[src/imufa_pkg.sv]
package imufa_pkg;

  localparam int IdW   = 11;
  localparam int DutyW = 10;
  localparam int WordW = 16;
  localparam int BandW = 3;
  localparam int CfgIdxW = 3;
  localparam int CfgDataW = 11;
  localparam int StepW = 4;
  localparam int MulAW = 32;
  localparam int MulBW = 18;
  localparam int ProdW = MulAW + MulBW;

  localparam logic [CfgIdxW-1:0] CFG_ACCEL_ID  = 3'd0;
  localparam logic [CfgIdxW-1:0] CFG_GYRO_ID   = 3'd1;
  localparam logic [CfgIdxW-1:0] CFG_TEMP_ID   = 3'd2;
  localparam logic [CfgIdxW-1:0] CFG_FULL_DUTY = 3'd3;
  localparam logic [CfgIdxW-1:0] CFG_DUTY_STEP = 3'd4;

  localparam logic [IdW-1:0]   RST_ACCEL_ID  = 11'd848;
  localparam logic [IdW-1:0]   RST_GYRO_ID   = 11'd849;
  localparam logic [IdW-1:0]   RST_TEMP_ID   = 11'd850;
  localparam logic [DutyW-1:0] RST_FULL_DUTY = 10'd1000;
  localparam logic [DutyW-1:0] RST_DUTY_STEP = 10'd200;

  localparam logic [3:0] DATA_LEN = 4'd8;

  localparam logic [2:0] PART_ACCEL = 3'b001;
  localparam logic [2:0] PART_RATE  = 3'b010;
  localparam logic [2:0] PART_TEMP  = 3'b100;
  localparam logic [2:0] PART_ALL   = 3'b111;

  // sequencer steps: squares of ax, ay, az, one idle slot, then five thresholds
  localparam logic [StepW-1:0] STEP_SQ_X    = 4'd0;
  localparam logic [StepW-1:0] STEP_SQ_Y    = 4'd1;
  localparam logic [StepW-1:0] STEP_SQ_Z    = 4'd2;
  localparam logic [StepW-1:0] STEP_GAP     = 4'd3;
  localparam logic [StepW-1:0] STEP_THR0    = 4'd4;
  localparam logic [StepW-1:0] STEP_THR4    = 4'd8;
  localparam logic [StepW-1:0] STEP_LAST    = 4'd9;

  localparam logic [BandW-1:0] BAND_MAX = 3'd5;

  typedef enum logic [1:0] {
    ST_IDLE,
    ST_MUL,
    ST_FIN
  } state_t;

  typedef struct packed {
    logic             file;
    logic             mul_en;
    logic             acc_en;
    logic [StepW-1:0] step;
    logic             finish;
  } cmd_t;

  typedef struct packed {
    logic complete;
    logic out_busy;
  } sts_t;

  function automatic logic [MulBW-1:0] tilt_limit(input logic [2:0] idx);
    logic [MulBW-1:0] t;
    unique case (idx)
      3'd0:    t = 18'd8682;
      3'd1:    t = 18'd21845;
      3'd2:    t = 18'd46143;
      3'd3:    t = 18'd93079;
      3'd4:    t = 18'd196608;
      default: t = '0;
    endcase
    return t;
  endfunction

  function automatic logic [WordW:0] mag16(input logic [WordW-1:0] w);
    logic [WordW:0] s;
    s = {w[WordW-1], w};
    return w[WordW-1] ? (~s + 1'b1) : s;
  endfunction

endpackage

[src/imufa_ctrl.sv]
module imufa_ctrl (
  input  logic           clk,
  input  logic           rst_n,
  input  logic           in_valid,
  output logic           in_stall,
  input  imufa_pkg::sts_t sts,
  output imufa_pkg::cmd_t cmd
);
  import imufa_pkg::*;

  state_t           state_r, state_nxt;
  logic [StepW-1:0] step_r, step_nxt;

  always_ff @(posedge clk) begin
    if (!rst_n) begin
      state_r <= ST_IDLE;
      step_r  <= '0;
    end else begin
      state_r <= state_nxt;
      step_r  <= step_nxt;
    end
  end

  always_comb begin
    state_nxt  = state_r;
    step_nxt   = step_r;
    cmd        = '0;
    cmd.step   = step_r;
    in_stall   = 1'b1;
    unique case (state_r)
      ST_IDLE: begin
        in_stall = 1'b0;
        if (in_valid) begin
          cmd.file = 1'b1;
          if (sts.complete) begin
            state_nxt = ST_MUL;
            step_nxt  = STEP_SQ_X;
          end
        end
      end
      ST_MUL: begin
        cmd.mul_en = (step_r != STEP_GAP) && (step_r <= STEP_THR4);
        cmd.acc_en = (step_r != STEP_SQ_X) && (step_r != STEP_THR0);
        if (step_r == STEP_LAST) begin
          state_nxt = ST_FIN;
        end else begin
          step_nxt = step_r + 1'b1;
        end
      end
      ST_FIN: begin
        if (!sts.out_busy) begin
          cmd.finish = 1'b1;
          state_nxt  = ST_IDLE;
        end
      end
      default: state_nxt = ST_IDLE;
    endcase
  end

endmodule

[src/imufa_datapath.sv]
module imufa_datapath (
  input  logic                           clk,
  input  logic                           rst_n,
  input  imufa_pkg::cmd_t                cmd,
  output imufa_pkg::sts_t                sts,
  input  logic                           cfg_we,
  input  logic [imufa_pkg::CfgIdxW-1:0]  cfg_index,
  input  logic [imufa_pkg::CfgDataW-1:0] cfg_wdata,
  input  logic [imufa_pkg::IdW-1:0]      in_frame_id,
  input  logic                           in_extended_flag,
  input  logic                           in_remote_flag,
  input  logic [3:0]                     in_length_code,
  input  logic [15:0]                    in_sequence_word,
  input  logic signed [15:0]             in_first_word,
  input  logic signed [15:0]             in_second_word,
  input  logic signed [15:0]             in_third_word,
  output logic                           out_valid,
  input  logic                           out_stall,
  output logic [15:0]                    out_sample_number,
  output logic signed [15:0]             out_accel_x,
  output logic signed [15:0]             out_accel_y,
  output logic signed [15:0]             out_accel_z,
  output logic signed [15:0]             out_rate_x,
  output logic signed [15:0]             out_rate_y,
  output logic signed [15:0]             out_rate_z,
  output logic signed [15:0]             out_temp_word,
  output logic [imufa_pkg::BandW-1:0]    out_tilt_band,
  output logic [imufa_pkg::DutyW-1:0]    out_motor_duty
);
  import imufa_pkg::*;

  logic [IdW-1:0]   accel_id_r, gyro_id_r, temp_id_r;
  logic [DutyW-1:0] full_duty_r, duty_step_r;

  logic [WordW-1:0] rec_num_r, rec_num_nxt;
  logic [WordW-1:0] rec_ax_r, rec_ay_r, rec_az_r, rec_ax_nxt, rec_ay_nxt, rec_az_nxt;
  logic [WordW-1:0] rec_rx_r, rec_ry_r, rec_rz_r, rec_rx_nxt, rec_ry_nxt, rec_rz_nxt;
  logic [WordW-1:0] rec_temp_r, rec_temp_nxt;
  logic [2:0]       have_r, have_nxt;
  logic [2:0]       have_fill;

  logic is_accel, is_gyro, is_temp, frame_ok, restart;

  logic [MulAW-1:0] mul_a;
  logic [MulBW-1:0] mul_b;
  logic [WordW:0]   sq_mag;
  logic [ProdW-1:0] prod_r;
  logic [MulAW-1:0] h_r, v_r;
  logic [BandW-1:0] band_r, band_fin;
  logic [12:0]      drop;
  logic [DutyW-1:0] duty_fin;
  logic             out_valid_r;

  // configuration
  always_ff @(posedge clk) begin
    if (!rst_n) begin
      accel_id_r  <= RST_ACCEL_ID;
      gyro_id_r   <= RST_GYRO_ID;
      temp_id_r   <= RST_TEMP_ID;
      full_duty_r <= RST_FULL_DUTY;
      duty_step_r <= RST_DUTY_STEP;
    end else if (cfg_we) begin
      unique case (cfg_index)
        CFG_ACCEL_ID:  accel_id_r  <= cfg_wdata;
        CFG_GYRO_ID:   gyro_id_r   <= cfg_wdata;
        CFG_TEMP_ID:   temp_id_r   <= cfg_wdata;
        CFG_FULL_DUTY: full_duty_r <= cfg_wdata[DutyW-1:0];
        CFG_DUTY_STEP: duty_step_r <= cfg_wdata[DutyW-1:0];
        default: ;
      endcase
    end
  end

  // frame classification
  always_comb begin
    is_accel = (in_frame_id == accel_id_r);
    is_gyro  = !is_accel && (in_frame_id == gyro_id_r);
    is_temp  = !is_accel && !is_gyro && (in_frame_id == temp_id_r);
    frame_ok = !in_extended_flag && !in_remote_flag && (in_length_code == DATA_LEN) &&
               (is_accel || is_gyro || is_temp);
    restart  = (rec_num_r != in_sequence_word) || (have_r == '0);
    have_fill = restart ? 3'b000 : have_r;
    if (is_accel) begin
      have_fill = have_fill | PART_ACCEL;
    end else if (is_gyro) begin
      have_fill = have_fill | PART_RATE;
    end else begin
      have_fill = have_fill | PART_TEMP;
    end
  end

  // record filing
  always_comb begin
    rec_num_nxt  = rec_num_r;
    rec_ax_nxt   = rec_ax_r;
    rec_ay_nxt   = rec_ay_r;
    rec_az_nxt   = rec_az_r;
    rec_rx_nxt   = rec_rx_r;
    rec_ry_nxt   = rec_ry_r;
    rec_rz_nxt   = rec_rz_r;
    rec_temp_nxt = rec_temp_r;
    have_nxt     = have_r;

    if (cmd.file && frame_ok) begin
      if (restart) begin
        rec_num_nxt  = in_sequence_word;
        rec_ax_nxt   = '0;
        rec_ay_nxt   = '0;
        rec_az_nxt   = '0;
        rec_rx_nxt   = '0;
        rec_ry_nxt   = '0;
        rec_rz_nxt   = '0;
        rec_temp_nxt = '0;
        have_nxt     = '0;
      end
      if (is_accel) begin
        rec_ax_nxt = in_first_word;
        rec_ay_nxt = in_second_word;
        rec_az_nxt = in_third_word;
        have_nxt   = have_nxt | PART_ACCEL;
      end else if (is_gyro) begin
        rec_rx_nxt = in_first_word;
        rec_ry_nxt = in_second_word;
        rec_rz_nxt = in_third_word;
        have_nxt   = have_nxt | PART_RATE;
      end else begin
        rec_temp_nxt = in_first_word;
        have_nxt     = have_nxt | PART_TEMP;
      end
    end else if (cmd.finish) begin
      rec_num_nxt  = '0;
      rec_ax_nxt   = '0;
      rec_ay_nxt   = '0;
      rec_az_nxt   = '0;
      rec_rx_nxt   = '0;
      rec_ry_nxt   = '0;
      rec_rz_nxt   = '0;
      rec_temp_nxt = '0;
      have_nxt     = '0;
    end
  end

  always_ff @(posedge clk) begin
    if (!rst_n) begin
      rec_num_r  <= '0;
      rec_ax_r   <= '0;
      rec_ay_r   <= '0;
      rec_az_r   <= '0;
      rec_rx_r   <= '0;
      rec_ry_r   <= '0;
      rec_rz_r   <= '0;
      rec_temp_r <= '0;
      have_r     <= '0;
    end else begin
      rec_num_r  <= rec_num_nxt;
      rec_ax_r   <= rec_ax_nxt;
      rec_ay_r   <= rec_ay_nxt;
      rec_az_r   <= rec_az_nxt;
      rec_rx_r   <= rec_rx_nxt;
      rec_ry_r   <= rec_ry_nxt;
      rec_rz_r   <= rec_rz_nxt;
      rec_temp_r <= rec_temp_nxt;
      have_r     <= have_nxt;
    end
  end

  // shared multiplier: squares, then threshold products
  always_comb begin
    sq_mag = '0;
    mul_a  = '0;
    mul_b  = '0;
    case (cmd.step)
      STEP_SQ_X: sq_mag = mag16(rec_ax_r);
      STEP_SQ_Y: sq_mag = mag16(rec_ay_r);
      STEP_SQ_Z: sq_mag = mag16(rec_az_r);
      default:   sq_mag = '0;
    endcase
    if (cmd.step < STEP_GAP) begin
      mul_a = {{(MulAW-WordW-1){1'b0}}, sq_mag};
      mul_b = {{(MulBW-WordW-1){1'b0}}, sq_mag};
    end else begin
      mul_a = v_r;
      mul_b = tilt_limit(3'(cmd.step - STEP_THR0));
    end
  end

  always_ff @(posedge clk) begin
    if (cmd.mul_en) begin
      prod_r <= mul_a * mul_b;
    end
  end

  // accumulate from the registered multiplier product
  always_ff @(posedge clk) begin
    if (!rst_n) begin
      band_r <= '0;
    end else if (cmd.acc_en) begin
      case (cmd.step)
        STEP_SQ_Y: begin
          h_r    <= prod_r[MulAW-1:0];
          band_r <= '0;
        end
        STEP_SQ_Z: h_r <= h_r + prod_r[MulAW-1:0];
        STEP_GAP:  v_r <= prod_r[MulAW-1:0];
        default: begin
          if ({{(ProdW-MulAW-16){1'b0}}, h_r, 16'b0} >= prod_r) begin
            band_r <= band_r + 1'b1;
          end
        end
      endcase
    end
  end

  always_comb begin
    band_fin = ((h_r == '0) && (v_r == '0)) ? '0 : band_r;
    drop     = 13'(band_fin) * 13'(duty_step_r);
    if (band_fin == '0) begin
      duty_fin = full_duty_r;
    end else if (band_fin >= BAND_MAX) begin
      duty_fin = '0;
    end else if (drop >= 13'(full_duty_r)) begin
      duty_fin = '0;
    end else begin
      duty_fin = full_duty_r - drop[DutyW-1:0];
    end
  end

  // output register
  always_ff @(posedge clk) begin
    if (!rst_n) begin
      out_valid_r <= 1'b0;
    end else if (cmd.finish) begin
      out_valid_r <= 1'b1;
    end else if (!out_stall) begin
      out_valid_r <= 1'b0;
    end
  end

  always_ff @(posedge clk) begin
    if (cmd.finish) begin
      out_sample_number <= rec_num_r;
      out_accel_x       <= rec_ax_r;
      out_accel_y       <= rec_ay_r;
      out_accel_z       <= rec_az_r;
      out_rate_x        <= rec_rx_r;
      out_rate_y        <= rec_ry_r;
      out_rate_z        <= rec_rz_r;
      out_temp_word     <= rec_temp_r;
      out_tilt_band     <= band_fin;
      out_motor_duty    <= duty_fin;
    end
  end

  assign out_valid    = out_valid_r;
  assign sts.complete = frame_ok && (have_fill == PART_ALL);
  assign sts.out_busy = out_valid_r && out_stall;

endmodule

[src/imu_frame_assembler_tilt_duty.sv]
// IMU frame assembler with tilt band and motor duty.
// Input channel (in_valid / in_stall): one received CAN frame per word. Standard
// data frames with length code 8 whose identifier matches the accel, gyro or
// temperature register are filed into one record keyed by the sample counter.
// Output channel (out_valid / out_stall): one word per completed record, with
// the sample, a tilt band 0..5 and a duty in permille.
// Configuration (cfg_we / cfg_index / cfg_wdata): identifiers, full duty and
// duty step; write only while the block is idle.
// A frame that does not complete a record leaves the block idle and ready for
// the next frame. A frame that completes one passes the accept, the steps
// through a single shared 32x18 multiplier (three squares, then five threshold
// products, each compared in the following cycle) and the final state, which
// loads the output register and raises out_valid; no input is taken meanwhile.
// A stalled output word holds; the block then waits in its final state and
// takes no input until the output register is free. The output register
// otherwise lets a new frame be accepted while a result still waits.
// Reset (rst_n low, synchronous): record cleared, registers to defaults.
module imu_frame_assembler_tilt_duty (
  input  logic                           clk,
  input  logic                           rst_n,
  input  logic                           cfg_we,
  input  logic [imufa_pkg::CfgIdxW-1:0]  cfg_index,
  input  logic [imufa_pkg::CfgDataW-1:0] cfg_wdata,
  input  logic                           in_valid,
  output logic                           in_stall,
  input  logic [imufa_pkg::IdW-1:0]      in_frame_id,
  input  logic                           in_extended_flag,
  input  logic                           in_remote_flag,
  input  logic [3:0]                     in_length_code,
  input  logic [15:0]                    in_sequence_word,
  input  logic signed [15:0]             in_first_word,
  input  logic signed [15:0]             in_second_word,
  input  logic signed [15:0]             in_third_word,
  output logic                           out_valid,
  input  logic                           out_stall,
  output logic [15:0]                    out_sample_number,
  output logic signed [15:0]             out_accel_x,
  output logic signed [15:0]             out_accel_y,
  output logic signed [15:0]             out_accel_z,
  output logic signed [15:0]             out_rate_x,
  output logic signed [15:0]             out_rate_y,
  output logic signed [15:0]             out_rate_z,
  output logic signed [15:0]             out_temp_word,
  output logic [imufa_pkg::BandW-1:0]    out_tilt_band,
  output logic [imufa_pkg::DutyW-1:0]    out_motor_duty
);
  import imufa_pkg::*;

  cmd_t cmd;
  sts_t sts;

  imufa_ctrl u_ctrl (
    .clk      (clk),
    .rst_n    (rst_n),
    .in_valid (in_valid),
    .in_stall (in_stall),
    .sts      (sts),
    .cmd      (cmd)
  );

  imufa_datapath u_dp (
    .clk               (clk),
    .rst_n             (rst_n),
    .cmd               (cmd),
    .sts               (sts),
    .cfg_we            (cfg_we),
    .cfg_index         (cfg_index),
    .cfg_wdata         (cfg_wdata),
    .in_frame_id       (in_frame_id),
    .in_extended_flag  (in_extended_flag),
    .in_remote_flag    (in_remote_flag),
    .in_length_code    (in_length_code),
    .in_sequence_word  (in_sequence_word),
    .in_first_word     (in_first_word),
    .in_second_word    (in_second_word),
    .in_third_word     (in_third_word),
    .out_valid         (out_valid),
    .out_stall         (out_stall),
    .out_sample_number (out_sample_number),
    .out_accel_x       (out_accel_x),
    .out_accel_y       (out_accel_y),
    .out_accel_z       (out_accel_z),
    .out_rate_x        (out_rate_x),
    .out_rate_y        (out_rate_y),
    .out_rate_z        (out_rate_z),
    .out_temp_word     (out_temp_word),
    .out_tilt_band     (out_tilt_band),
    .out_motor_duty    (out_motor_duty)
  );

endmodule
[config.mk]
export PLATFORM = sky130hd
export DESIGN_NAME = imu_frame_assembler_tilt_duty
export DESIGN_NICKNAME = d
export VERILOG_FILES = /design/src/imufa_pkg.sv /design/src/imufa_ctrl.sv /design/src/imufa_datapath.sv /design/src/imu_frame_assembler_tilt_duty.sv
export SDC_FILE = /design/constraint.sdc
export NUM_CORES = 2
export LEC_CHECK = 0
export BUFFER_PORTS_ARGS = -buffer_cell sky130_fd_sc_hd__buf_4
export CORE_ASPECT_RATIO = 2
export CORE_MARGIN = 2
export CORE_UTILIZATION = 57
export CTS_CLUSTER_SIZE = 20
export DETAILED_ROUTE_END_ITERATION = 8
export PLACE_DENSITY = 0.78
export SLEW_MARGIN = 15
export SYNTH_ARGS = -nofsm -noshare
export SYNTH_HDL_FRONTEND = slang
export SYNTH_HIERARCHICAL = 1
export SYNTH_SLANG_ARGS = --single-unit
[constraint.sdc]
create_clock -name clk -period 15.6 [get_ports clk]
set_input_delay 2.34 -clock clk [delete_from_list [all_inputs] [get_ports clk]]
set_output_delay 2.34 -clock clk [all_outputs]
set_load 0.005 [all_outputs]
==> impl_metrics.yaml <==
finish:
  nets: 5125
  final_common_cell: "inv_1"
  postLayoutCellArea_mm2: 0.04340
  fillCellCount: 5781
  drive_gt1_frac: 0.09265
  area_delta_synth_final_pct: 9.818
  most-common-layout-cells: "inv_1 (682), nand2_1 (591), fa_1 (491), buf_4 (290), nor2_1 (260)"
min_path:
  hold_class: "flop to flop"
  holdPathStages: 0
yosys:
  synthArstFlopShare: 0
  synth_top_area_frac: 0.2487
  ys.warnings.count: 6
  syn_inst: 4180
  synth_top_area_cell: "fa_1"
  syn_area_per_cell_um2: 9.454
  netlist_area_mm2: 0.03952
  synth_edf_count: 255
  synth_cell_type_count: 86
  dominantRegCellSynth: "edfxtp_1"
  synth_area_leaders: "fa_1 (25%), edfxtp_1 (19%), dfxtp_1 (9.8%)"
  ys_ff_latch: 449
  yosysSeqAreaShare: 0.2920
  syn_nets: 4996
sta:
  tns_ns: 0
  fmax_mhz: 100.4
  worst_pin_slew_ns: 1.223
  slew_violations: 0
  rsz0062_at_grt: "no"
  setup_viol: 0
  hold_viol_final: 0
  period_needed_ns: 9.963
  finalCritPeriodShare: 0.6387
  finClkSkew_ns: 0.03745
  relSlewSlack: 0.1822
setup_path:
  crit_path_start_kind: "flop"
  critical_path_arrival_ns: 10.37
  crit_top_cell: "fa_1"
  worstSetupPathType: "flop to flop"
  r2r_cells: 26
  cp-end-kind: "flop"
  max_stage_delay_ns: 0.81
  crit_required_ns: 16.01
  crit_path_max_fanout: 59
  slowest_stage: "fa_1"
global_route:
  grt_util_all_layers: 0.3673
  grt_pass1_vias: 33360
  grt_max_degree: 78
  antenna_found_initial: 3
  grt_pass1_wl_um: 193900
  overflow: 0
floorplan:
  ios: 243
  rows: 136
  core-area_mm2: 0.06875
  die_y_um: 376.4
  die_w_um: 190.2
  start_util: 0.5749
  die_area_mm2: 0.07158
cts:
  root_buffer: "clkbuf_16"
  cts_hold_buf: 0
  cts_resized: 0
  post_cts_buffers: 0
  cts_tree: "yes"
  clk_pin_slew_ns: 0.07
  cts_buffers: 39
  cts_buffer_depth: 3
  insertion_delay_ns: 0.59
  cts_max_level: 2
  clkSinkCount: 449
routing:
  remaining_drc_errors: 0
  avgRoutedWirePerCell_um: 24.52
  dr.pass1.iters: 8
  drtIter0Drc: 2469
  ant_nets: 0
  wl_um: 128500
  vias: 31860
  via_per_inst: 6.078
pwr:
  p_per_area_mw_per_mm2: 53.20
  ir_worst_vdd_mv: 0.09001
  leakage_uw: 0.01953
placed_design:
  dpl.hpwl_um: 100300
  port_buffers: 242
  place_area_mm2: 0.04211
  place_congestion: 1.044
run_status:
  status: "finished clean"
job:
  drv_cap: 0
sequential cells by signal, summed over array words and instances (netlist names), 16 cells and up:
register / cells
u_dp/out_accel_z: 16
u_dp/out_temp_word: 16
u_dp/rec_num_r: 16
u_dp/prod_r: 50
u_dp/out_rate_z: 16
u_dp/out_sample_number: 16
u_dp/out_rate_x: 16
u_dp/rec_temp_r: 16
u_dp/out_accel_y: 16
u_dp/rec_ry_r: 16
u_dp/out_accel_x: 16
u_dp/rec_ay_r: 16
u_dp/rec_rz_r: 16
u_dp/rec_az_r: 16
u_dp/out_rate_y: 16
u_dp/v_r: 32
u_dp/rec_ax_r: 16
u_dp/rec_rx_r: 16
u_dp/h_r: 32
cells by family after synthesis:
family	count (synthesis)	share of synthesized area
DFF	449	0.2920
AOI/OAI and AO/OA	658	0.1158
buffers and inverters	884	0.08460
muxes	12	0.003103
adders and majority gates	716	0.3200
xor gates and xnor gates	153	0.03391
and+or+nand+nor	1308	0.1505
synthesized netlist by cell type (63+ instances only):
master    number
a21boi_0      86
a21oi_1      119
a22o_1        76
and2_1        73
clkbuf_1     176
dfxtp_1      194
edfxtp_1     255
fa_1         491
ha_1         225
inv_1        682
nand2_1      592
nand3_1      126
nor2_1       264
o21ai_0      111
xnor2_1       90
xor2_1        63
routing by layer:
layer,up-vias,track usage,share of wire
met5,-,0,0.00023
met4,4,0.3485,0.12
met3,731,0.07497,0.072
met2,1688,0.6557,0.51
met1,15580,0.3428,0.29
li1,13860,-,-
worst max-delay path, delay by kind of cell (launching register included):
kind                       cells  cell delay (ns)
adders and majority gates      7             3.78
AOI/OAI and AO/OA              7             2.20
and+or+nand+nor                6             1.88
buffers and inverters          6             1.54
DFF                            1             0.31
path summary, 6_finish.rpt:
| check | start | endpoint | slack (ns) |
|---|---|---|---|
| worst max-delay path | u_ctrl/step_r[2] | u_dp/prod_r[47] | 5.64 |
| worst min-delay path | u_dp/rec_temp_r[11] | u_dp/out_temp_word[11] | 0.42 |
| worst max register to register | u_ctrl/step_r[2] | u_dp/prod_r[47] | 5.64 |
| worst min register to register | u_dp/rec_temp_r[11] | u_dp/out_temp_word[11] | 0.42 |
report_power, final:
part | total, µW | switching (µW) | internal, µW
registers | 1240 | 2.96 | 1240
logic | 67.2 | 35.8 | 31.4
clock network | 998 | 452 | 547
stage by stage:
step	worst slack, ns	power (µW)	hold slack, ns	util	std cells
floorplan	0.7743	1297	0.4064	-	4180
global placement	6.092	1336	0.4114	0.6125	5165
detailed placement	6.088	1336	0.4171	0.6125	5165
CTS	6.023	2316	0.4195	0.6311	5236
global route	5.320	2363	0.4400	0.6311	5236
finish	5.637	2309	0.4203	0.6313	5241
cell type report:
type                            count  area, µm²  area share
Antenna cell                        5      12.51   0.0002883
Clock inverter                     16      183.9    0.004238
Sequential cell                   449      11540      0.2659
Clock buffer                       55       1096     0.02526
Timing Repair Buffer              290       2177     0.05016
Multi-Input combinational cell   2847      24710      0.5693
Inverter                          682       2560     0.05899
Tap cell                          897       1122     0.02586
Note: power is estimated with default switching activity, not from simulation.
